==> src/hw/rtl/chrm_pkg.sv <==
package chrm_pkg;

  localparam int CFG_W  = 16;
  localparam int IDX_W  = 3;
  localparam int VREF_W = 13;
  localparam int DIST_W = 33;

  // serial divider: widest dividend is feedback * vref (29 bits)
  localparam int DIV_NW = 29;
  localparam int DIV_DW = 16;

  localparam logic [IDX_W-1:0] CFG_TH_HIGH = 3'd0;
  localparam logic [IDX_W-1:0] CFG_TH_LOW  = 3'd1;
  localparam logic [IDX_W-1:0] CFG_MAGNETS = 3'd2;
  localparam logic [IDX_W-1:0] CFG_WINDOW  = 3'd3;
  localparam logic [IDX_W-1:0] CFG_VREF    = 3'd4;
  localparam logic [IDX_W-1:0] CFG_FSCALE  = 3'd5;

  localparam logic [15:0] TH_HIGH_RST = 16'd40000;
  localparam logic [15:0] TH_LOW_RST  = 16'd20000;
  localparam logic [7:0]  MAGNETS_RST = 8'd1;
  localparam logic [15:0] WINDOW_RST  = 16'd50;
  localparam logic [12:0] VREF_RST    = 13'd3300;
  localparam logic [15:0] FSCALE_RST  = 16'd65535;

  localparam logic [5:0]  RPM_SCALE = 6'd60;
  localparam logic [2:0]  FILT_OLD  = 3'd7;
  localparam logic [1:0]  FILT_NEW  = 2'd3;
  localparam logic [3:0]  FILT_DIV  = 4'd10;

  // distance per revolution 1700 / 1000 reduced to tenths
  localparam logic [4:0]  DIST_NUM = 5'd17;

  // x / 10 == (x * TENTH_RECIP) >> TENTH_SHIFT for any 32-bit x
  localparam logic [31:0] TENTH_RECIP = 32'hCCCC_CCCD;
  localparam int          TENTH_SHIFT = 35;

  typedef enum logic [1:0] {
    OP_RPM  = 2'd0,
    OP_FILT = 2'd1,
    OP_MV   = 2'd2,
    OP_DIST = 2'd3
  } op_t;

  typedef struct packed {
    logic step;
    logic div_start;
    op_t  op;
    logic capture;
    logic emit;
  } chrm_cmd_t;

  typedef struct packed {
    logic win_end;
    logic div_done;
    logic out_free;
  } chrm_sts_t;

endpackage

==> src/hw/rtl/chrm_div.sv <==
module chrm_div #(
  parameter int NW = 43,
  parameter int DW = 16
) (
  input  logic          clk,
  input  logic          rst_n,
  input  logic          start,
  input  logic [NW-1:0] dividend,
  input  logic [DW-1:0] divisor,
  output logic          done,
  output logic [NW-1:0] quotient
);

  localparam int CW = $clog2(NW + 1);

  logic [DW-1:0] rem_r, rem_nxt;
  logic [NW-1:0] quo_r, quo_nxt;
  logic [DW-1:0] dvs_r;
  logic [CW-1:0] cnt_r, cnt_nxt;
  logic          busy_r, busy_nxt;
  logic          done_r, done_nxt;
  logic [DW:0]   trial;
  logic [DW:0]   diff;

  // one quotient bit per cycle, restoring
  always_comb begin
    trial    = {rem_r, quo_r[NW-1]};
    diff     = trial - {1'b0, dvs_r};
    rem_nxt  = rem_r;
    quo_nxt  = quo_r;
    cnt_nxt  = cnt_r;
    busy_nxt = busy_r;
    done_nxt = 1'b0;
    if (start) begin
      rem_nxt  = '0;
      quo_nxt  = dividend;
      cnt_nxt  = CW'(NW);
      busy_nxt = 1'b1;
    end else if (busy_r) begin
      if (trial >= {1'b0, dvs_r}) begin
        rem_nxt = diff[DW-1:0];
        quo_nxt = {quo_r[NW-2:0], 1'b1};
      end else begin
        rem_nxt = trial[DW-1:0];
        quo_nxt = {quo_r[NW-2:0], 1'b0};
      end
      cnt_nxt = cnt_r - CW'(1);
      if (cnt_r == CW'(1)) begin
        busy_nxt = 1'b0;
        done_nxt = 1'b1;
      end
    end
  end

  always_ff @(posedge clk) begin
    if (!rst_n) begin
      busy_r <= 1'b0;
      done_r <= 1'b0;
      cnt_r  <= '0;
    end else begin
      busy_r <= busy_nxt;
      done_r <= done_nxt;
      cnt_r  <= cnt_nxt;
    end
    rem_r <= rem_nxt;
    quo_r <= quo_nxt;
    if (start) begin
      dvs_r <= divisor;
    end
  end

  assign done     = done_r;
  assign quotient = quo_r;

endmodule

==> src/hw/rtl/chrm_ctrl.sv <==
module chrm_ctrl (
  input  logic                clk,
  input  logic                rst_n,
  input  logic                in_valid,
  output logic                in_ready,
  input  chrm_pkg::chrm_sts_t sts,
  output chrm_pkg::chrm_cmd_t cmd
);
  import chrm_pkg::*;

  typedef enum logic [3:0] {
    S_IDLE = 4'b0001,
    S_LOAD = 4'b0010,
    S_WAIT = 4'b0100,
    S_EMIT = 4'b1000
  } state_t;

  state_t state_r, state_nxt;
  op_t    op_r, op_nxt;

  assign in_ready = (state_r == S_IDLE);

  always_comb begin
    state_nxt     = state_r;
    op_nxt        = op_r;
    cmd.step      = 1'b0;
    cmd.div_start = 1'b0;
    cmd.op        = op_r;
    cmd.capture   = 1'b0;
    cmd.emit      = 1'b0;
    case (state_r)
      S_IDLE: begin
        cmd.step = in_valid;
        if (in_valid && sts.win_end) begin
          state_nxt = S_LOAD;
          op_nxt    = OP_RPM;
        end
      end
      S_LOAD: begin
        cmd.div_start = 1'b1;
        state_nxt     = S_WAIT;
      end
      S_WAIT: begin
        if (sts.div_done) begin
          cmd.capture = 1'b1;
          case (op_r)
            OP_RPM: begin
              op_nxt    = OP_FILT;
              state_nxt = S_LOAD;
            end
            OP_FILT: begin
              op_nxt    = OP_MV;
              state_nxt = S_LOAD;
            end
            OP_MV: begin
              op_nxt    = OP_DIST;
              state_nxt = S_LOAD;
            end
            default: begin
              state_nxt = S_EMIT;
            end
          endcase
        end
      end
      S_EMIT: begin
        if (sts.out_free) begin
          cmd.emit  = 1'b1;
          state_nxt = S_IDLE;
        end
      end
      default: begin
        state_nxt = S_IDLE;
      end
    endcase
  end

  always_ff @(posedge clk) begin
    if (!rst_n) begin
      state_r <= S_IDLE;
      op_r    <= OP_RPM;
    end else begin
      state_r <= state_nxt;
      op_r    <= op_nxt;
    end
  end

endmodule

==> src/hw/rtl/chrm_dp.sv <==
module chrm_dp #(
  parameter int SAMPLE_BITS = 16
) (
  input  logic                          clk,
  input  logic                          rst_n,
  input  logic                          cfg_wr_en,
  input  logic [chrm_pkg::IDX_W-1:0]    cfg_index,
  input  logic [chrm_pkg::CFG_W-1:0]    cfg_wdata,
  input  logic [15:0]                   in_cadence_sample,
  input  logic [15:0]                   in_feedback_sample,
  input  chrm_pkg::chrm_cmd_t           cmd,
  output chrm_pkg::chrm_sts_t           sts,
  output logic                          out_valid,
  input  logic                          out_ready,
  output logic [15:0]                   out_filtered_rpm,
  output logic                          out_rotating,
  output logic [31:0]                   out_total_revolutions,
  output logic [31:0]                   out_elapsed_seconds,
  output logic [chrm_pkg::VREF_W-1:0]   out_feedback_mv,
  output logic [chrm_pkg::DIST_W-1:0]   out_distance
);
  import chrm_pkg::*;

  // configuration
  logic [15:0]       th_high_r;
  logic [15:0]       th_low_r;
  logic [7:0]        magnets_r;
  logic [15:0]       window_r;
  logic [VREF_W-1:0] vref_r;
  logic [15:0]       fscale_r;

  // block state
  logic                   active_r;
  logic [15:0]            pulses_r;
  logic [31:0]            revs_r;
  logic [15:0]            count_r;
  logic [15:0]            rpm_r;
  logic [31:0]            windows_r;
  logic [SAMPLE_BITS-1:0] feedback_r;

  // window-end results
  logic [15:0]       meas_r;
  logic [VREF_W-1:0] mv_r;
  logic [DIST_W-1:0] dist_r;
  logic              out_valid_r;

  logic [15:0]        cad;
  logic [15:0]        win_eff;
  logic [7:0]         mag_eff;
  logic [15:0]        fs_eff;
  logic [DIV_NW-1:0]  div_a;
  logic [DIV_DW-1:0]  div_b;
  logic [DIV_NW-1:0]  quo;
  logic               div_done;
  logic               div_start;

  // divide by ten: reciprocal multiply, then quotient or distance
  logic               k_start;
  logic [31:0]        k_x;
  logic [1:0]         k_stage_r;
  logic               k_done_r;
  logic [31:0]        k_x_r;
  logic [63:0]        k_prod_r;
  logic [DIST_W-1:0]  k_res_r;
  logic [31:0]        k_q;
  logic [3:0]         k_rem;
  logic [3:0]         k_tail;

  assign cad     = 16'(in_cadence_sample[SAMPLE_BITS-1:0]);
  assign win_eff = (window_r == '0) ? 16'd1 : window_r;
  assign mag_eff = (magnets_r == '0) ? 8'd1 : magnets_r;
  assign fs_eff  = (fscale_r == '0) ? 16'd1 : fscale_r;

  assign sts.win_end  = (17'(count_r) + 17'd1) >= 17'(win_eff);
  assign sts.div_done = div_done || k_done_r;
  assign sts.out_free = !out_valid_r || out_ready;

  assign div_start = cmd.div_start && (cmd.op inside {OP_RPM, OP_MV});
  assign k_start   = cmd.div_start && (cmd.op inside {OP_FILT, OP_DIST});

  // divider operand select
  always_comb begin
    if (cmd.op == OP_RPM) begin
      div_a = DIV_NW'(pulses_r) * DIV_NW'(RPM_SCALE);
      div_b = DIV_DW'(mag_eff);
    end else begin
      div_a = DIV_NW'(feedback_r) * DIV_NW'(vref_r);
      div_b = fs_eff;
    end
  end

  chrm_div #(
    .NW (DIV_NW),
    .DW (DIV_DW)
  ) u_div (
    .clk      (clk),
    .rst_n    (rst_n),
    .start    (div_start),
    .dividend (div_a),
    .divisor  (div_b),
    .done     (div_done),
    .quotient (quo)
  );

  assign k_x   = (cmd.op == OP_FILT) ?
                 32'(rpm_r) * 32'(FILT_OLD) + 32'(meas_r) * 32'(FILT_NEW) : revs_r;
  assign k_q   = 32'(k_prod_r >> TENTH_SHIFT);
  assign k_rem = 4'(k_x_r - k_q * 32'(FILT_DIV));

  // 17 * r / 10 for a remainder below ten
  always_comb begin
    case (k_rem)
      4'd0:    k_tail = 4'd0;
      4'd1:    k_tail = 4'd1;
      4'd2:    k_tail = 4'd3;
      4'd3:    k_tail = 4'd5;
      4'd4:    k_tail = 4'd6;
      4'd5:    k_tail = 4'd8;
      4'd6:    k_tail = 4'd10;
      4'd7:    k_tail = 4'd11;
      4'd8:    k_tail = 4'd13;
      4'd9:    k_tail = 4'd15;
      default: k_tail = 4'd0;
    endcase
  end

  always_ff @(posedge clk) begin
    if (!rst_n) begin
      k_stage_r <= '0;
      k_done_r  <= 1'b0;
    end else begin
      k_stage_r <= {k_stage_r[0], k_start};
      k_done_r  <= k_stage_r[1];
    end
    if (k_start) begin
      k_x_r <= k_x;
    end
    if (k_stage_r[0]) begin
      k_prod_r <= 64'(k_x_r) * 64'(TENTH_RECIP);
    end
    if (k_stage_r[1]) begin
      k_res_r <= (cmd.op == OP_FILT) ? DIST_W'(k_q) :
                 DIST_W'(k_q) * DIST_W'(DIST_NUM) + DIST_W'(k_tail);
    end
  end

  always_ff @(posedge clk) begin
    if (!rst_n) begin
      th_high_r   <= TH_HIGH_RST;
      th_low_r    <= TH_LOW_RST;
      magnets_r   <= MAGNETS_RST;
      window_r    <= WINDOW_RST;
      vref_r      <= VREF_RST;
      fscale_r    <= FSCALE_RST;
      active_r    <= 1'b0;
      pulses_r    <= '0;
      revs_r      <= '0;
      count_r     <= '0;
      rpm_r       <= '0;
      windows_r   <= '0;
      feedback_r  <= '0;
      out_valid_r <= 1'b0;
    end else begin
      if (cfg_wr_en) begin
        case (cfg_index)
          CFG_TH_HIGH: th_high_r <= cfg_wdata;
          CFG_TH_LOW:  th_low_r  <= cfg_wdata;
          CFG_MAGNETS: magnets_r <= cfg_wdata[7:0];
          CFG_WINDOW:  window_r  <= cfg_wdata;
          CFG_VREF:    vref_r    <= cfg_wdata[VREF_W-1:0];
          CFG_FSCALE:  fscale_r  <= cfg_wdata;
          default: ;
        endcase
      end

      if (cmd.step) begin
        if (!active_r && (cad > th_high_r)) begin
          if (pulses_r != 16'hFFFF) begin
            pulses_r <= pulses_r + 16'd1;
          end
          revs_r   <= revs_r + 32'd1;
          active_r <= 1'b1;
        end else if (active_r && (cad < th_low_r)) begin
          active_r <= 1'b0;
        end
        feedback_r <= in_feedback_sample[SAMPLE_BITS-1:0];
        count_r    <= sts.win_end ? 16'd0 : count_r + 16'd1;
      end

      if (cmd.capture && (cmd.op == OP_FILT)) begin
        rpm_r <= k_res_r[15:0];
      end

      if (cmd.emit) begin
        pulses_r    <= '0;
        windows_r   <= windows_r + 32'd1;
        out_valid_r <= 1'b1;
      end else if (out_ready) begin
        out_valid_r <= 1'b0;
      end
    end

    if (cmd.capture) begin
      case (cmd.op)
        OP_RPM:  meas_r <= (quo[DIV_NW-1:16] != '0) ? 16'hFFFF : quo[15:0];
        OP_MV:   mv_r   <= (quo > DIV_NW'(vref_r)) ? vref_r : quo[VREF_W-1:0];
        OP_DIST: dist_r <= k_res_r;
        default: ;
      endcase
    end

    if (cmd.emit) begin
      out_filtered_rpm      <= rpm_r;
      out_rotating          <= (rpm_r != '0);
      out_total_revolutions <= revs_r;
      out_elapsed_seconds   <= windows_r + 32'd1;
      out_feedback_mv       <= mv_r;
      out_distance          <= dist_r;
    end
  end

  assign out_valid = out_valid_r;

endmodule

==> src/hw/rtl/cadence_hysteresis_rpm_meter_unit.sv <==
// channel  direction  handshake              payload
// in       input      in_valid / in_ready    cadence_sample, feedback_sample
// out      output     out_valid / out_ready  rpm, rotating, revs, seconds, mv, distance
// cfg      input      cfg_wr_en              cfg_index, cfg_wdata
//
// a sample pair that does not close a window is taken while in_ready stays high
// a window-closing pair runs two divisions on the serial divider, one quotient bit
// per cycle, and two divisions by ten through a reciprocal multiply that registers
// the operand, then the product, then the result before the result is loaded
// rst_n is synchronous; configuration takes its reset values
// a pending result waits in the output register while new samples are taken;
// the next window end holds until that result is taken
module cadence_hysteresis_rpm_meter_unit #(
  parameter int SAMPLE_BITS = 16
) (
  input  logic                        clk,
  input  logic                        rst_n,
  input  logic                        cfg_wr_en,
  input  logic [chrm_pkg::IDX_W-1:0]  cfg_index,
  input  logic [chrm_pkg::CFG_W-1:0]  cfg_wdata,
  input  logic                        in_valid,
  output logic                        in_ready,
  input  logic [15:0]                 in_cadence_sample,
  input  logic [15:0]                 in_feedback_sample,
  output logic                        out_valid,
  input  logic                        out_ready,
  output logic [15:0]                 out_filtered_rpm,
  output logic                        out_rotating,
  output logic [31:0]                 out_total_revolutions,
  output logic [31:0]                 out_elapsed_seconds,
  output logic [chrm_pkg::VREF_W-1:0] out_feedback_mv,
  output logic [chrm_pkg::DIST_W-1:0] out_distance
);
  import chrm_pkg::*;

  chrm_cmd_t cmd;
  chrm_sts_t sts;

  chrm_ctrl u_ctrl (
    .clk      (clk),
    .rst_n    (rst_n),
    .in_valid (in_valid),
    .in_ready (in_ready),
    .sts      (sts),
    .cmd      (cmd)
  );

  chrm_dp #(
    .SAMPLE_BITS (SAMPLE_BITS)
  ) u_dp (
    .clk                   (clk),
    .rst_n                 (rst_n),
    .cfg_wr_en             (cfg_wr_en),
    .cfg_index             (cfg_index),
    .cfg_wdata             (cfg_wdata),
    .in_cadence_sample     (in_cadence_sample),
    .in_feedback_sample    (in_feedback_sample),
    .cmd                   (cmd),
    .sts                   (sts),
    .out_valid             (out_valid),
    .out_ready             (out_ready),
    .out_filtered_rpm      (out_filtered_rpm),
    .out_rotating          (out_rotating),
    .out_total_revolutions (out_total_revolutions),
    .out_elapsed_seconds   (out_elapsed_seconds),
    .out_feedback_mv       (out_feedback_mv),
    .out_distance          (out_distance)
  );

endmodule
==> config.mk <==
export PLATFORM = sky130hd
export DESIGN_NAME = cadence_hysteresis_rpm_meter_unit
export DESIGN_NICKNAME = d
export VERILOG_FILES = /design/src/hw/rtl/chrm_pkg.sv /design/src/hw/rtl/chrm_div.sv /design/src/hw/rtl/chrm_ctrl.sv /design/src/hw/rtl/chrm_dp.sv /design/src/hw/rtl/cadence_hysteresis_rpm_meter_unit.sv
export SDC_FILE = /design/constraint.sdc
export NUM_CORES = 2
export LEC_CHECK = 0
export BUFFER_PORTS_ARGS = -buffer_cell sky130_fd_sc_hd__clkbuf_2
export CAP_MARGIN = 20
export CORE_ASPECT_RATIO = 0.5
export CORE_MARGIN = 3
export CORE_UTILIZATION = 40
export CTS_CLUSTER_DIAMETER = 120
export DETAILED_ROUTE_END_ITERATION = 6
export PLACE_DENSITY = 0.65
export SLEW_MARGIN = 20
export SYNTH_ARGS = -nofsm -noshare
export SYNTH_HDL_FRONTEND = slang
export SYNTH_SLANG_ARGS = --single-unit
==> constraint.sdc <==
create_clock -name clk -period 12.9 [get_ports clk]
set_input_delay 2.58 -clock clk [delete_from_list [all_inputs] [get_ports clk]]
set_output_delay 2.58 -clock clk [all_outputs]
set_load 0.02 [all_outputs]
==> run_results.csv <==
group,metric,value,unit
cts,post_cts_buffers,0,
power_and_ir_drop,clkPwrFrac,41.5,%
timing,fmax,0.117,GHz
yosys,synthMuxAreaShare,1.21,%
floorplanning,die_w,514,um
power_and_ir_drop,p_sw_share,27.4,%
global_route,antenna_found_initial,3,
timing,fin_skew,0.0587,ns
layout,synthToLayoutAreaGrowth,9.56,%
layout,fillers,11900,
critical_path,slowest_delay,0.62,ns
drt,ant_nets,0,
yosys,yosys.area_share.simple,10.7,%
layout,drive_above_1_share,8.04,%
timing,finalCritPeriodShare,66.4,%
floorplanning,fp.dieArea,134000,um^2
timing,setup_tns,0,ns
run_status,status,"complete, no violations",
drt,vias,35500,
yosys,async_reset_ff_share,0,%
critical_path,worst-setup-path-type,"flop to flop",
global_route,grt_max_degree,100,
timing,period_needed,8.56,ns
placed_design,io_buffer_count,184,
critical_path,crit_required,13.42,ns
critical_path,start_kind,"flop",
power_and_ir_drop,powerDensity,79.9,nW/um^2
critical_path,crit_slowest_cell,"edfxtp_1",
drt,wl_met3,6430,um
critical_path,worstPathCellList,"ha_1 > xor2_1 > ha_1 > a21o_1 > fa_1 > inv_1 > fa_1 > inv_1 > fa_1 > fa_1 > fa_1 > fa_1 > ha_1 > a211o_1 > a21oi_1 > o2111ai_1 > a211oi_2 > nor3_2 > o211a_1 > nor4_4 > o21a_4 > o21bai_4 > a2111oi_0 > a311o_1",
yosys,synth_nets,6319,
power_and_ir_drop,comb_power_share,14.5,%
min_path,hold_path.class,"flop to flop",
drt,first_pass_iters,5,
yosys,synth_compound_area_share,7.82,%
drt,drt-met1-wl,62600,um
yosys,synthTopCellsByArea,"fa_1, edfxtp_1, ha_1",
placed_design,gp_congestion,1.02,
global_route,grt_pass1_wl,219000,um
power_and_ir_drop,peakVddDrop,0.121,mV
yosys,synth_fa_ha_area_share,39.8,%
drt,routedWlPerCell,20.2,um
critical_path,critPathCaptureType,"flop",
cts,clock-sinks,575,
yosys,synth_seq_cells,575,
cts,root_buffer,"clkbuf_16",
critical_path,path_max_fanout,8,
critical_path,r2r_start,"u_dp.k_x_r[5]",
yosys,syn_area,51700,um^2
critical_path,cp_common_cell,"fa_1",
cts,cts_inserted_buffers,60,
floorplanning,ios,185,
cts,clk_path_buf_depth,3,
placed_design,dpl.cell_count,6763,
timing,worst_slew_pin_slew,1.09,ns
layout,multi_input_area,33300,um^2
drt,dr.first_iter.drc_count,2307,
critical_path,crit_buf_inv,2,
layout,fin_nets,6463,
floorplanning,coreArea,127000,um^2
yosys,synth_top_area_share,23.9,%
drt,remaining_drc_errors,0,
cts,cts_resized,0,
yosys,ys_top_cells_by_count,"inv_1, ha_1, fa_1",
yosys,synth_edf_count,328,
yosys,synth-main-ff-cell,"edfxtp_1",
timing,drv_slew,0,
yosys,synth_xor_area_share,4.66,%
run,maxCapViolations,0,
yosys,avgSynthCellArea,10.4,um^2
power_and_ir_drop,seqPwrFrac,44.0,%
drt,viasPerCell,5.16,
layout,final_cells,6877,
critical_path,startpoint,"u_dp.k_x_r[5]",
cts,clkTransAtPathRegs,0.07,ns
yosys,synth_top_family_by_area,"adder cells",
power_and_ir_drop,p_sw,1240,uW
power_and_ir_drop,p_leak,0.0261,uW
drt,topRoutingLayerUsed,"met4",
global_route,grt_pass1_vias,37500,
min_path,hold_start,"u_dp.dist_r[4]",
yosys,yosysSeqAreaShare,28.6,%
drt,wl_met2,67400,um
yosys,synth_top_area_cell,"fa_1",
timing,setup_violations,0,
placed_design,dp_hpwl,114000,um
global_route,grt.overflow.total,0,
cts,holdBufCountCts,0,
floorplanning,rows,92,
power_and_ir_drop,power.internal,3290,uW
timing,maxSlewHeadroom,27.3,%
layout,regArea,14800,um^2
critical_path,crit_arrival,9.09,ns
yosys,synth_warnings,0,
yosys,syn-instance-count,4989,
layout,antenna_cells,0,
cts,clk_latency,0.68,ns
timing,rsz0062_at_grt,"no",
drt,wirelength,139000,um
global_route,track_usage,20.9,%
yosys,synth.most_common_cell,"inv_1",
floorplanning,start_util,40.7,%
yosys,synth.distinct_cells,91,
cts,cts_tree,"done",
cts,cts_max_level,2,
floorplanning,die_height,260,um
critical_path,path_delay_family,"adder cells",
timing,hold_viol,0,
[per-stage QoR]
step           setup slack [ns]  hold slack, ns  total power, uW  util, %  area, um^2
3_5_place_dp               4.36           0.405             2680     42.9       54500
6_report                   4.34           0.416             4530     44.6       56600
2_1_floorplan              5.61           0.400             2520        -       51700
5_1_grt                    3.98           0.423             4730     44.6       56600
3_3_place_gp               4.45           0.401             2670     42.9       54500
4_1_cts                    4.31           0.420             4570     44.6       56600
[cells in the final DEF, fill, tap and decap left out, types with 17 or more instances in the layout]
| cell type | instances |
|---|---|
| nand2_1 | 534 |
| a31oi_1 | 17 |
| o211ai_1 | 24 |
| fa_1 | 618 |
| a21oi_1 | 234 |
| xor2_1 | 145 |
| and3_1 | 29 |
| o21ai_0 | 147 |
| mux2_2 | 37 |
| nand4_1 | 29 |
| dfxtp_1 | 247 |
| edfxtp_1 | 328 |
| nand3_1 | 83 |
| clkbuf_16 | 63 |
| inv_1 | 849 |
| nor3_1 | 44 |
| mux2i_1 | 21 |
| nor2b_1 | 39 |
| nor2_1 | 181 |
| buf_4 | 27 |
| o21a_1 | 30 |
| nor4_1 | 21 |
| clkbuf_2 | 184 |
| ha_1 | 654 |
| or2_2 | 19 |
| a21o_1 | 72 |
| and2_1 | 105 |
| xnor2_1 | 130 |
| nand2b_1 | 34 |
[final cells by class]
type                       instances  area share [%]
inverter                         853            5.67
clock buffer                      78            2.97
clock inverter                    36           0.806
tap                             1692            3.74
multi-input combinational       3432            58.7
timing repair buffer             211            1.98
sequential                       575            26.1
[sequential cells by signal (all words and copies together), names as in the netlist, 29 cells and up]
signal                      flops
u_dp.dist_r                    33
u_dp.out_elapsed_seconds       32
u_dp.windows_r                 32
u_dp.k_prod_r                  29
u_dp.revs_r                    32
u_dp.u_div.quotient            29
u_dp.k_res_r                   33
u_dp.out_distance              33
u_dp.k_x_r                     32
u_dp.out_total_revolutions     32
[kinds of logic after synthesis]
group           count (synthesis)
simple gates                 1177
buf+inv                       982
compound gates                647
flops                         575
fa+ha+maj                    1275
mux                            58
xor+xnor                      275
[power groups by stage]
stage / Sequential [uW] / Clock [uW] / Combinational [uW]
floorplan: 2010 / 0 / 518
global placement: 2030 / 0 / 638
detailed placement: 2030 / 0 / 654
CTS: 1990 / 1920 / 661
global route: 1990 / 1990 / 749
finish: 1990 / 1880 / 657
[routing by layer]
layer | vias to the layer above | GRT usage [%]
li1 | 16600 | -
met1 | 17900 | 28.6
met2 | 769 | 35.8
met3 | 150 | 2.51
met4 | 0 | 4.19
met5 | - | 0
[path summary, 6_finish.rpt]
check                               to  cells after the start  slack (ns)
hold / removal    u_dp.out_distance[4]                      0        0.42
hold reg to reg   u_dp.out_distance[4]                      0        0.42
setup reg to reg     u_dp.k_prod_r[58]                     24        4.34
setup / recovery     u_dp.k_prod_r[58]                     24        4.34
Note: power is estimated with default switching activity, not from simulation.
